`config.mk`:
```
export PLATFORM = sky130hd
export DESIGN_NAME = jerk_limited_velocity_slew_limiter
export DESIGN_NICKNAME = d
export VERILOG_FILES = /design/src/hdl/jlvsl_pkg.sv /design/src/hdl/jerk_limited_velocity_slew_limiter.sv /design/src/hdl/jlvsl_cfg.sv /design/src/hdl/jlvsl_ctrl.sv /design/src/hdl/jlvsl_dp.sv
export VERILOG_INCLUDE_DIRS = /design/src /design/src/hdl
export SDC_FILE = /design/constraint.sdc
export NUM_CORES = 2
export LEC_CHECK = 0
export ABC_CLOCK_PERIOD_IN_PS = 11090
export BUFFER_PORTS_ARGS = -buffer_cell sky130_fd_sc_hd__buf_2
export CAP_MARGIN = 20
export CORE_MARGIN = 5
export CORE_UTILIZATION = 59
export DETAILED_ROUTE_END_ITERATION = 8
export GPL_ROUTABILITY_DRIVEN = 1
export PLACE_DENSITY = 0.8
export SYNTH_ARGS = -nofsm -noshare
export SYNTH_HDL_FRONTEND = slang
export SYNTH_SLANG_ARGS = --single-unit
```
`constraint.sdc`:
```
create_clock -name clk -period 11.09 [get_ports clk]
set_input_delay 2.218 -clock clk [delete_from_list [all_inputs] [get_ports clk]]
set_output_delay 2.218 -clock clk [all_outputs]
set_load 0.05 [all_outputs]
```
`src/hdl/jerk_limited_velocity_slew_limiter_assert.svh`:
```
// Assertion macros for the jerk-limited velocity slew limiter.
// All macros sample on clk and are disabled while rst_n is low.
`ifndef JERK_LIMITED_VELOCITY_SLEW_LIMITER_ASSERT_SVH
`define JERK_LIMITED_VELOCITY_SLEW_LIMITER_ASSERT_SVH

// Checks that the consequent holds in the next cycle.
`define JLVSL_ASSERT_NEXT(lbl, ante, cons, msg) \
    lbl: assert property (@(posedge clk) disable iff (!rst_n) (ante) |=> (cons)) \
        else $error(msg);

// Checks that the consequent holds in the same cycle.
`define JLVSL_ASSERT_NOW(lbl, ante, cons, msg) \
    lbl: assert property (@(posedge clk) disable iff (!rst_n) (ante) |-> (cons)) \
        else $error(msg);

`endif

```
`src/hdl/jlvsl_pkg.sv`:
```
// ----------------------------------------------------------------------------
// jlvsl_pkg
// Shared types and constants for the jerk-limited velocity slew limiter.
// ----------------------------------------------------------------------------
`timescale 1ns / 1ps

package jlvsl_pkg;

    localparam int unsigned AccelW  = 31;
    localparam int unsigned VelW    = 32;
    localparam int unsigned StickW  = 16;
    localparam int unsigned PeriodW = 24;
    localparam int unsigned ProdW   = AccelW + PeriodW;
    localparam int unsigned AddrW   = 4;
    localparam int unsigned DataW   = 32;

    localparam logic [AccelW-1:0] AccelUpReset   = 31'd262144;
    localparam logic [AccelW-1:0] AccelDownReset = 31'd196608;
    localparam logic [AccelW-1:0] JerkReset      = 31'd1310720;

    // register indexes (paddr[3:2])
    localparam logic [1:0] RegAccelUp   = 2'd0;
    localparam logic [1:0] RegAccelDown = 2'd1;
    localparam logic [1:0] RegJerk      = 2'd2;

    typedef struct packed {
        logic signed [VelW-1:0]   velocity_request;
        logic signed [StickW-1:0] stick_deflection;
        logic signed [VelW-1:0]   measured_velocity;
        logic [PeriodW-1:0]       tick_period;
    } in_t;

    typedef struct packed {
        logic signed [VelW-1:0] velocity_limited;
        logic                   braking;
        logic [AccelW-1:0]      accel_limit_now;
    } out_t;

    typedef struct packed {
        logic [AccelW-1:0] accel_up_max;
        logic [AccelW-1:0] accel_down_max;
        logic [AccelW-1:0] jerk_limit;
    } cfg_t;

    typedef struct packed {
        logic load;
        logic prep;
        logic limit;
        logic mul_slew;
        logic slew;
    } cmd_t;

    typedef struct packed {
        logic out_busy;
    } status_t;

endpackage

```
`src/hdl/jerk_limited_velocity_slew_limiter.sv`:
```
// Steps from input acceptance to out_valid: product, limit, product, slew.
// Input is taken only after the slew step; the single shared 31x24 multiplier is used twice.
// A waiting result holds the slew step only; no new transaction is accepted meanwhile.
// Reset: async active low; limits return to 4.0/3.0/20.0, setpoint, limit and brake flag clear.
// ----------------------------------------------------------------------------
// jerk_limited_velocity_slew_limiter
// Vertical velocity setpoint slew limiter with jerk-limited braking ramp.
// ----------------------------------------------------------------------------
`timescale 1ns / 1ps
`include "jerk_limited_velocity_slew_limiter_assert.svh"

module jerk_limited_velocity_slew_limiter (
    input  logic                        clk,
    input  logic                        rst_n,
    input  logic                        psel,
    input  logic                        penable,
    input  logic                        pwrite,
    input  logic [jlvsl_pkg::AddrW-1:0] paddr,
    input  logic [jlvsl_pkg::DataW-1:0] pwdata,
    output logic [jlvsl_pkg::DataW-1:0] prdata,
    output logic                        pready,
    input  logic                        in_valid,
    output logic                        in_stall,
    input  jlvsl_pkg::in_t              in_data,
    output logic                        out_valid,
    input  logic                        out_stall,
    output jlvsl_pkg::out_t             out_data
);

    jlvsl_pkg::cfg_t    cfg;
    jlvsl_pkg::cmd_t    cmd;
    jlvsl_pkg::status_t status;

    jlvsl_cfg u_cfg (
        .clk     (clk),
        .rst_n   (rst_n),
        .psel    (psel),
        .penable (penable),
        .pwrite  (pwrite),
        .paddr   (paddr),
        .pwdata  (pwdata),
        .prdata  (prdata),
        .pready  (pready),
        .cfg     (cfg)
    );

    jlvsl_ctrl u_ctrl (
        .clk      (clk),
        .rst_n    (rst_n),
        .in_valid (in_valid),
        .in_stall (in_stall),
        .status   (status),
        .cmd      (cmd)
    );

    jlvsl_dp u_dp (
        .clk       (clk),
        .rst_n     (rst_n),
        .cfg       (cfg),
        .cmd       (cmd),
        .status    (status),
        .in_data   (in_data),
        .out_valid (out_valid),
        .out_stall (out_stall),
        .out_data  (out_data)
    );

    `JLVSL_ASSERT_NEXT(a_busy_after_accept, in_valid && !in_stall, in_stall, "accepted while busy")
    `JLVSL_ASSERT_NEXT(a_out_drains, out_valid && !out_stall && !cmd.slew,
        !out_valid, "result repeated")
    `JLVSL_ASSERT_NOW(a_cmd_onehot, 1'b1, $onehot0(cmd), "overlapping commands")
    `JLVSL_ASSERT_NOW(a_brake_limit, out_valid && out_data.braking,
        out_data.accel_limit_now <= cfg.accel_up_max, "brake limit overshoot")

endmodule

```
`src/hdl/jlvsl_cfg.sv`:
```
// ----------------------------------------------------------------------------
// jlvsl_cfg
// APB register file holding the acceleration and jerk limits.
// ----------------------------------------------------------------------------
`timescale 1ns / 1ps

module jlvsl_cfg (
    input  logic                        clk,
    input  logic                        rst_n,
    input  logic                        psel,
    input  logic                        penable,
    input  logic                        pwrite,
    input  logic [jlvsl_pkg::AddrW-1:0] paddr,
    input  logic [jlvsl_pkg::DataW-1:0] pwdata,
    output logic [jlvsl_pkg::DataW-1:0] prdata,
    output logic                        pready,
    output jlvsl_pkg::cfg_t             cfg
);

    jlvsl_pkg::cfg_t cfg_reg;
    jlvsl_pkg::cfg_t cfg_next;
    logic            wr_en;
    logic [1:0]      reg_idx;

    assign wr_en   = psel && penable && pwrite;
    assign reg_idx = paddr[3:2];
    assign pready  = 1'b1;
    assign cfg     = cfg_reg;

    always_comb
    begin
        cfg_next = cfg_reg;
        if (wr_en)
        begin
            case (reg_idx)
                jlvsl_pkg::RegAccelUp:   cfg_next.accel_up_max   = pwdata[30:0];
                jlvsl_pkg::RegAccelDown: cfg_next.accel_down_max = pwdata[30:0];
                jlvsl_pkg::RegJerk:      cfg_next.jerk_limit     = pwdata[30:0];
                default:                 cfg_next = cfg_reg;
            endcase
        end
    end

    always_comb
    begin
        case (reg_idx)
            jlvsl_pkg::RegAccelUp:   prdata = {1'b0, cfg_reg.accel_up_max};
            jlvsl_pkg::RegAccelDown: prdata = {1'b0, cfg_reg.accel_down_max};
            jlvsl_pkg::RegJerk:      prdata = {1'b0, cfg_reg.jerk_limit};
            default:                 prdata = '0;
        endcase
    end

    always_ff @(posedge clk or negedge rst_n)
    begin
        if (!rst_n)
        begin
            cfg_reg.accel_up_max   <= jlvsl_pkg::AccelUpReset;
            cfg_reg.accel_down_max <= jlvsl_pkg::AccelDownReset;
            cfg_reg.jerk_limit     <= jlvsl_pkg::JerkReset;
        end
        else
        begin
            cfg_reg <= cfg_next;
        end
    end

endmodule

```
`src/hdl/jlvsl_ctrl.sv`:
```
// ----------------------------------------------------------------------------
// jlvsl_ctrl
// Sequencer: load, first product, limit update, slew product, slew result.
// ----------------------------------------------------------------------------
`timescale 1ns / 1ps

module jlvsl_ctrl (
    input  logic                 clk,
    input  logic                 rst_n,
    input  logic                 in_valid,
    output logic                 in_stall,
    input  jlvsl_pkg::status_t   status,
    output jlvsl_pkg::cmd_t      cmd
);

    typedef enum logic [4:0] {
        S_IDLE  = 5'b00001,
        S_PREP  = 5'b00010,
        S_LIMIT = 5'b00100,
        S_MUL   = 5'b01000,
        S_SLEW  = 5'b10000
    } state_t;

    state_t state_reg;
    state_t state_next;

    always_comb
    begin
        state_next = state_reg;
        cmd        = '0;
        in_stall   = 1'b1;
        case (state_reg)
            S_IDLE:
            begin
                in_stall = 1'b0;
                if (in_valid)
                begin
                    cmd.load   = 1'b1;
                    state_next = S_PREP;
                end
            end
            S_PREP:
            begin
                cmd.prep   = 1'b1;
                state_next = S_LIMIT;
            end
            S_LIMIT:
            begin
                cmd.limit  = 1'b1;
                state_next = S_MUL;
            end
            S_MUL:
            begin
                cmd.mul_slew = 1'b1;
                state_next   = S_SLEW;
            end
            S_SLEW:
            begin
                if (!status.out_busy)
                begin
                    cmd.slew   = 1'b1;
                    state_next = S_IDLE;
                end
            end
            default:
            begin
                state_next = S_IDLE;
            end
        endcase
    end

    always_ff @(posedge clk or negedge rst_n)
    begin
        if (!rst_n)
        begin
            state_reg <= S_IDLE;
        end
        else
        begin
            state_reg <= state_next;
        end
    end

endmodule

```
`src/hdl/jlvsl_dp.sv`:
```
// ----------------------------------------------------------------------------
// jlvsl_dp
// Datapath: one shared 31x24 multiplier, limit update, slew clamp, output reg.
// ----------------------------------------------------------------------------
`timescale 1ns / 1ps

module jlvsl_dp (
    input  logic                 clk,
    input  logic                 rst_n,
    input  jlvsl_pkg::cfg_t      cfg,
    input  jlvsl_pkg::cmd_t      cmd,
    output jlvsl_pkg::status_t   status,
    input  jlvsl_pkg::in_t       in_data,
    output logic                 out_valid,
    input  logic                 out_stall,
    output jlvsl_pkg::out_t      out_data
);

    localparam int unsigned AW = jlvsl_pkg::AccelW;
    localparam int unsigned PW = jlvsl_pkg::ProdW;

    jlvsl_pkg::in_t         in_reg;
    logic signed [31:0]     prev_reg;
    logic signed [31:0]     prev_next;
    logic [AW-1:0]          limit_reg;
    logic [AW-1:0]          limit_next;
    logic                   brake_mode_reg;
    logic                   brake_mode_next;
    logic [PW-1:0]          prod_reg;
    jlvsl_pkg::out_t        out_reg;
    logic                   out_valid_reg;
    logic                   out_valid_next;

    logic                   brake;
    logic                   stick_neg;
    logic [15:0]            mag_s;
    logic signed [31:0]     d_up;
    logic                   d_neg;
    logic [AW-1:0]          mag_d;
    logic [AW-1:0]          mul_a;
    logic [23:0]            mul_b;
    logic [PW-1:0]          product;
    logic [PW-1:0]          rnd24;
    logic [AW-1:0]          step24;
    logic [45:0]            rnd15;
    logic [AW-1:0]          r15;
    logic signed [31:0]     gap;
    logic                   gap_pos;
    logic                   gap_over;
    logic [AW-1:0]          interp;
    logic signed [32:0]     diff;
    logic [31:0]            mag;
    logic                   clamp;
    logic signed [33:0]     stepped;
    logic signed [31:0]     res;

    assign brake     = (in_reg.stick_deflection == '0);
    assign stick_neg = in_reg.stick_deflection[15];
    assign mag_s     = stick_neg ? 16'(-in_reg.stick_deflection)
                                 : 16'(in_reg.stick_deflection);

    assign d_up  = $signed({1'b0, cfg.accel_up_max}) - $signed({1'b0, cfg.accel_down_max});
    assign d_neg = stick_neg && d_up[31];
    assign mag_d = !stick_neg ? '0 : (d_up[31] ? AW'(-d_up) : d_up[AW-1:0]);

    always_comb
    begin
        if (cmd.prep && brake)
        begin
            mul_a = cfg.jerk_limit;
            mul_b = in_reg.tick_period;
        end
        else if (cmd.prep)
        begin
            mul_a = mag_d;
            mul_b = {8'b0, mag_s};
        end
        else
        begin
            mul_a = limit_reg;
            mul_b = in_reg.tick_period;
        end
    end

    assign product = {24'b0, mul_a} * {31'b0, mul_b};

    // rounding of the registered product
    assign rnd24  = prod_reg + {31'b0, 1'b1, 23'b0};
    assign step24 = rnd24[PW-1:24];
    assign rnd15  = prod_reg[45:0] + {31'b0, 1'b1, 14'b0};
    assign r15    = rnd15[45:15];

    assign gap      = $signed({1'b0, cfg.accel_up_max}) - $signed({1'b0, limit_reg});
    assign gap_pos  = !gap[31] && (gap != '0);
    assign gap_over = {gap[AW-1:0], 24'b0} > prod_reg;
    assign interp   = d_neg ? AW'(cfg.accel_down_max - r15) : AW'(cfg.accel_down_max + r15);

    // slew clamp
    assign diff    = {in_reg.velocity_request[31], in_reg.velocity_request}
                   - {prev_reg[31], prev_reg};
    assign mag     = diff[32] ? 32'(-diff) : diff[31:0];
    assign clamp   = {mag, 24'b0} > {1'b0, prod_reg};
    assign stepped = diff[32] ? ({{2{prev_reg[31]}}, prev_reg} - {3'b0, step24})
                              : ({{2{prev_reg[31]}}, prev_reg} + {3'b0, step24});

    always_comb
    begin
        if (!clamp)
        begin
            res = in_reg.velocity_request;
        end
        else if (stepped > 34'sh0_7FFF_FFFF)
        begin
            res = 32'sh7FFF_FFFF;
        end
        else if (stepped < -34'sh0_8000_0000)
        begin
            res = -32'sh8000_0000;
        end
        else
        begin
            res = stepped[31:0];
        end
    end

    always_comb
    begin
        prev_next       = prev_reg;
        limit_next      = limit_reg;
        brake_mode_next = brake_mode_reg;
        if (cmd.prep && brake && !brake_mode_reg)
        begin
            limit_next = cfg.accel_down_max;
            prev_next  = in_reg.measured_velocity;
        end
        if (cmd.limit)
        begin
            brake_mode_next = brake;
            if (!brake)
            begin
                limit_next = interp;
            end
            else if (gap_pos && gap_over)
            begin
                limit_next = AW'(limit_reg + step24);
            end
            else
            begin
                limit_next = cfg.accel_up_max;
            end
        end
        if (cmd.slew)
        begin
            prev_next = res;
        end
    end

    assign out_valid_next = cmd.slew || (out_valid_reg && out_stall);
    assign status.out_busy = out_valid_reg && out_stall;
    assign out_valid = out_valid_reg;
    assign out_data  = out_reg;

    always_ff @(posedge clk or negedge rst_n)
    begin
        if (!rst_n)
        begin
            prev_reg       <= '0;
            limit_reg      <= '0;
            brake_mode_reg <= 1'b0;
            out_valid_reg  <= 1'b0;
        end
        else
        begin
            prev_reg       <= prev_next;
            limit_reg      <= limit_next;
            brake_mode_reg <= brake_mode_next;
            out_valid_reg  <= out_valid_next;
        end
    end

    always_ff @(posedge clk)
    begin
        if (cmd.load)
        begin
            in_reg <= in_data;
        end
        if (cmd.prep || cmd.mul_slew)
        begin
            prod_reg <= product;
        end
        if (cmd.slew)
        begin
            out_reg.velocity_limited <= res;
            out_reg.braking          <= brake_mode_reg;
            out_reg.accel_limit_now  <= limit_reg;
        end
    end

endmodule

```
==> flow_summary_export.csv <==
group,metric,value,unit
logic_synthesis,yosysMostFrequentCell,"inv_1",
logic_synthesis,synth_commonest_cells,"922 x inv_1, 642 x fa_1, 608 x nand2_1",
worst_hold_path,hold_path.class,"reg2reg",
timing,worst_slew_pin_slew,1130,ps
clock_tree,clk_pin_slew,60,ps
drt,vias,48600,
finish,fillers,7458,
worst_hold_path,holdCritStartpoint,"u_dp.limit_reg[17]",
status,status,"finished, violations left",
finish,largest_reg_flops,104,
logic_synthesis,yosysSeqAreaShare,19.7,%
place,io_buffer_count,240,
worst_setup_path,rr_worst_depth,45,
drt,first_pass_iters,6,
logic_synthesis,synth_ff_type,"edfxtp_1",
worst_hold_path,hold_path_end,"u_dp.out_data[17]",
timing,fin_crit,11210,ps
timing,max-slew-margin-rel,23.9,%
drt,drt_iter0_drc,4420,
logic_synthesis,synth.net_count,7427,
timing,slew_violations,0,
clock_tree,cts_root_buffer,"clkbuf_16",
worst_setup_path,worstPathMaxFanout,5,
worst_setup_path,startpoint_type,"register",
logic_synthesis,syn_inst,6201,
drt,ant_nets,0,
logic_synthesis,synth_top_area_share,23.5,%
floorplan,ios,246,
timing,setup_slack,-118,ps
run,maxCapViolCount,0,
place,dp_hpwl,157,mm
worst_setup_path,r2r_end,"u_dp.prod_reg[52]",
worst_setup_path,path_buf_inv,9,
global_routing,track_usage,38.2,%
worst_setup_path,crit_slowest_cell,"or4b_2",
logic_synthesis,synth_cell_types,93,
worst_hold_path,hold-path-cell-count,0,
logic_synthesis,synth_seq_cells,386,
global_routing,grt.overflow.total,0,
timing,timing.final.crit_share,101,%
drt,drc,0,
clock_tree,cts_inserted_buffers,45,
timing,fmax,89.2,MHz
clock_tree,ctsHoldBuffers,0,
finish,layout-drive-gt1-share,15.9,%
clock_tree,cts_tree,"built",
worst_setup_path,slowest_delay,620,ps
place,pre_cts_ws,-645,ps
timing,final.setup_skew,33.2,ps
clock_tree,cts_max_level,2,
worst_setup_path,r2r-start,"u_cfg.cfg[62]",
logic_synthesis,netlist_area,0.0547,mm²
worst_setup_path,crit_path_end_kind,"register",
worst_setup_path,r2r_slack,-120,ps
logic_synthesis,yosysTopAreaCell,"fa_1",
floorplan,initial_core_util,59.5,%
floorplan,die_y,315,µm
drt,post_drt_wl_per_cell,24.0,µm
floorplan,dieArea,0.0990,mm²
finish,area_growth,13.8,%
global_routing,grt_antenna_before_repair,16,
logic_synthesis,synth.area.top_cells,"fa_1 23%, edfxtp_1 12%, ha_1 10%",
worst_setup_path,worstSetupPathType,"reg2reg",
logic_synthesis,synth_async_sr_flop_share,42.2,%
worst_setup_path,worst_ep_arrival_time,11550,ps
floorplan,rows,111,
finish,nNetsFinal,7894,
floorplan,fp.dieW,315,µm
global_routing,grt_pass1_wl,290,mm
place,place_congestion,1.01,
logic_synthesis,synth-edff-count,223,
timing,setup_viol,1,
global_routing,grt_max_degree,73,
clock_tree,clock-sinks,386,
logic_synthesis,ys_warn_count,0,
drt,drt-total-wl,191,mm
logic_synthesis,syn_area_per_cell,8.83,µm²
worst_setup_path,crit_family,"adder cells",
floorplan,fp.coreArea,0.0919,mm²
status,violations,"negative setup slack",
global_routing,grt_pass1_vias,49400,
drt,via_per_inst,6.11,
clock_tree,insertion_delay,650,ps
timing,rsz0062_at_grt,"yes",
worst_setup_path,required,11440,ps
timing,hold_viol_final,0,
clock_tree,cts_max_path_buffers,3,
[kinds of logic after synthesis]
kind of cell | after synthesis | synth area share, %
other | 2 | 0.0137
buffers and inverters | 1187 | 8.29
AND/OR/NAND/NOR | 1777 | 14.6
flip-flops | 386 | 19.7
adder cells (fa/ha/maj) | 1079 | 33.5
AO/OA/AOI/OAI | 1216 | 14.4
multiplexers | 165 | 3.28
XOR/XNOR | 389 | 6.22
[layout by cell type, fill, tap and decap left out, types with 20 or more instances in the layout]
| cell type | Yosys | layout |
|---|---|---|
| a211oi_1 | 33 | 30 |
| a21o_1 | 157 | 157 |
| a21oi_1 | 319 | 302 |
| a22o_1 | 20 | 20 |
| a31oi_1 | 61 | 56 |
| and2_1 | 45 | 45 |
| and3_1 | 23 | 23 |
| buf_12 | 0 | 21 |
| buf_2 | 19 | 239 |
| buf_4 | 7 | 413 |
| clkbuf_16 | 0 | 46 |
| dfrtp_1 | 157 | 157 |
| edfxtp_1 | 223 | 223 |
| fa_1 | 642 | 633 |
| ha_1 | 437 | 430 |
| inv_1 | 922 | 921 |
| mux2_2 | 114 | 114 |
| mux2i_1 | 51 | 51 |
| nand2_1 | 608 | 606 |
| nand2b_1 | 45 | 45 |
| nand3_1 | 100 | 99 |
| nand4_1 | 49 | 49 |
| nor2_1 | 604 | 593 |
| nor2b_1 | 39 | 36 |
| nor3_1 | 103 | 95 |
| nor4_1 | 27 | 25 |
| o211ai_1 | 47 | 47 |
| o21a_1 | 61 | 61 |
| o21ai_0 | 239 | 219 |
| o21ai_1 | 12 | 30 |
| o21bai_1 | 32 | 32 |
| o22ai_1 | 34 | 34 |
| o31ai_1 | 33 | 27 |
| or2_2 | 36 | 33 |
| or3_1 | 24 | 20 |
| xnor2_1 | 248 | 247 |
| xor2_1 | 141 | 140 |
[worst reg2reg max path: cells and delay by family (launching register included)]
family	cells	cell delay (ps)
AOI/OAI and AO/OA	18	3010
xor gates and xnor gates	2	400
adders and majority gates	10	4380
buffers and inverters	9	930
DFF	1	350
and+or+nand+nor	6	1830
[cell type report]
cell class                      instances  area, µm²  share of cell area (%)
Multi-Input combinational cell       4628      40100                    64.4
Timing Repair Buffer                  685       4870                    7.81
Inverter                              922       3460                    5.56
Sequential cell                       386      10800                    17.3
Clock inverter                         30        342                   0.548
Clock buffer                           52       1170                    1.88
Antenna cell                           10       25.0                  0.0402
Tap cell                             1243       1560                    2.50
[what timing repair did]
action	CTS	global route
resized for setup	48	86
endpoints found under the setup margin	14	16
setup buffers	8	10
pin swaps	30	42
cloned	0	1
[per-stage QoR]
stage / cells / setup TNS [ps] / utilization (%) / hold slack, ps / instance area [µm²]
final: 7956 / -118 / 67.8 / 518 / 62300
after global routing: 7947 / -1270 / 67.7 / 544 / 62300
after CTS: 7936 / -14.5 / 67.2 / 519 / 61800
after detailed placement: 7847 / -3850 / 65.2 / 502 / 60000
after global placement: 7847 / -3040 / 65.2 / 495 / 60000
after floorplan: 6201 / 0 / - / 446 / 54800
[worst max-delay path by stage]
stage                             start           endpoint  slack (ps)  cells after the start
after CTS                 u_cfg.cfg[31]  u_dp.prod_reg[52]         -10                     45
after global routing      u_cfg.cfg[62]  u_dp.prod_reg[52]        -410                     45
final                     u_cfg.cfg[62]  u_dp.prod_reg[52]        -120                     45
after global placement    u_cfg.cfg[31]  u_dp.prod_reg[52]        -550                     43
after detailed placement  u_cfg.cfg[31]  u_dp.prod_reg[52]        -650                     43
after floorplan           u_cfg.cfg[31]  u_dp.prod_reg[52]          40                     41
[routing by layer]
layer  vias to the layer above  GRT usage (%)  wire [µm]
li1                      21600              -          -
met1                     23700           47.4      70800
met2                      2657           62.1      87700
met3                       605           8.51      19200
met4                         8           21.6      13400
met5                         -          0.247         91
Power is not shown: default switching activity piles up to over one toggle a cycle in this logic, so the estimate is an artifact.
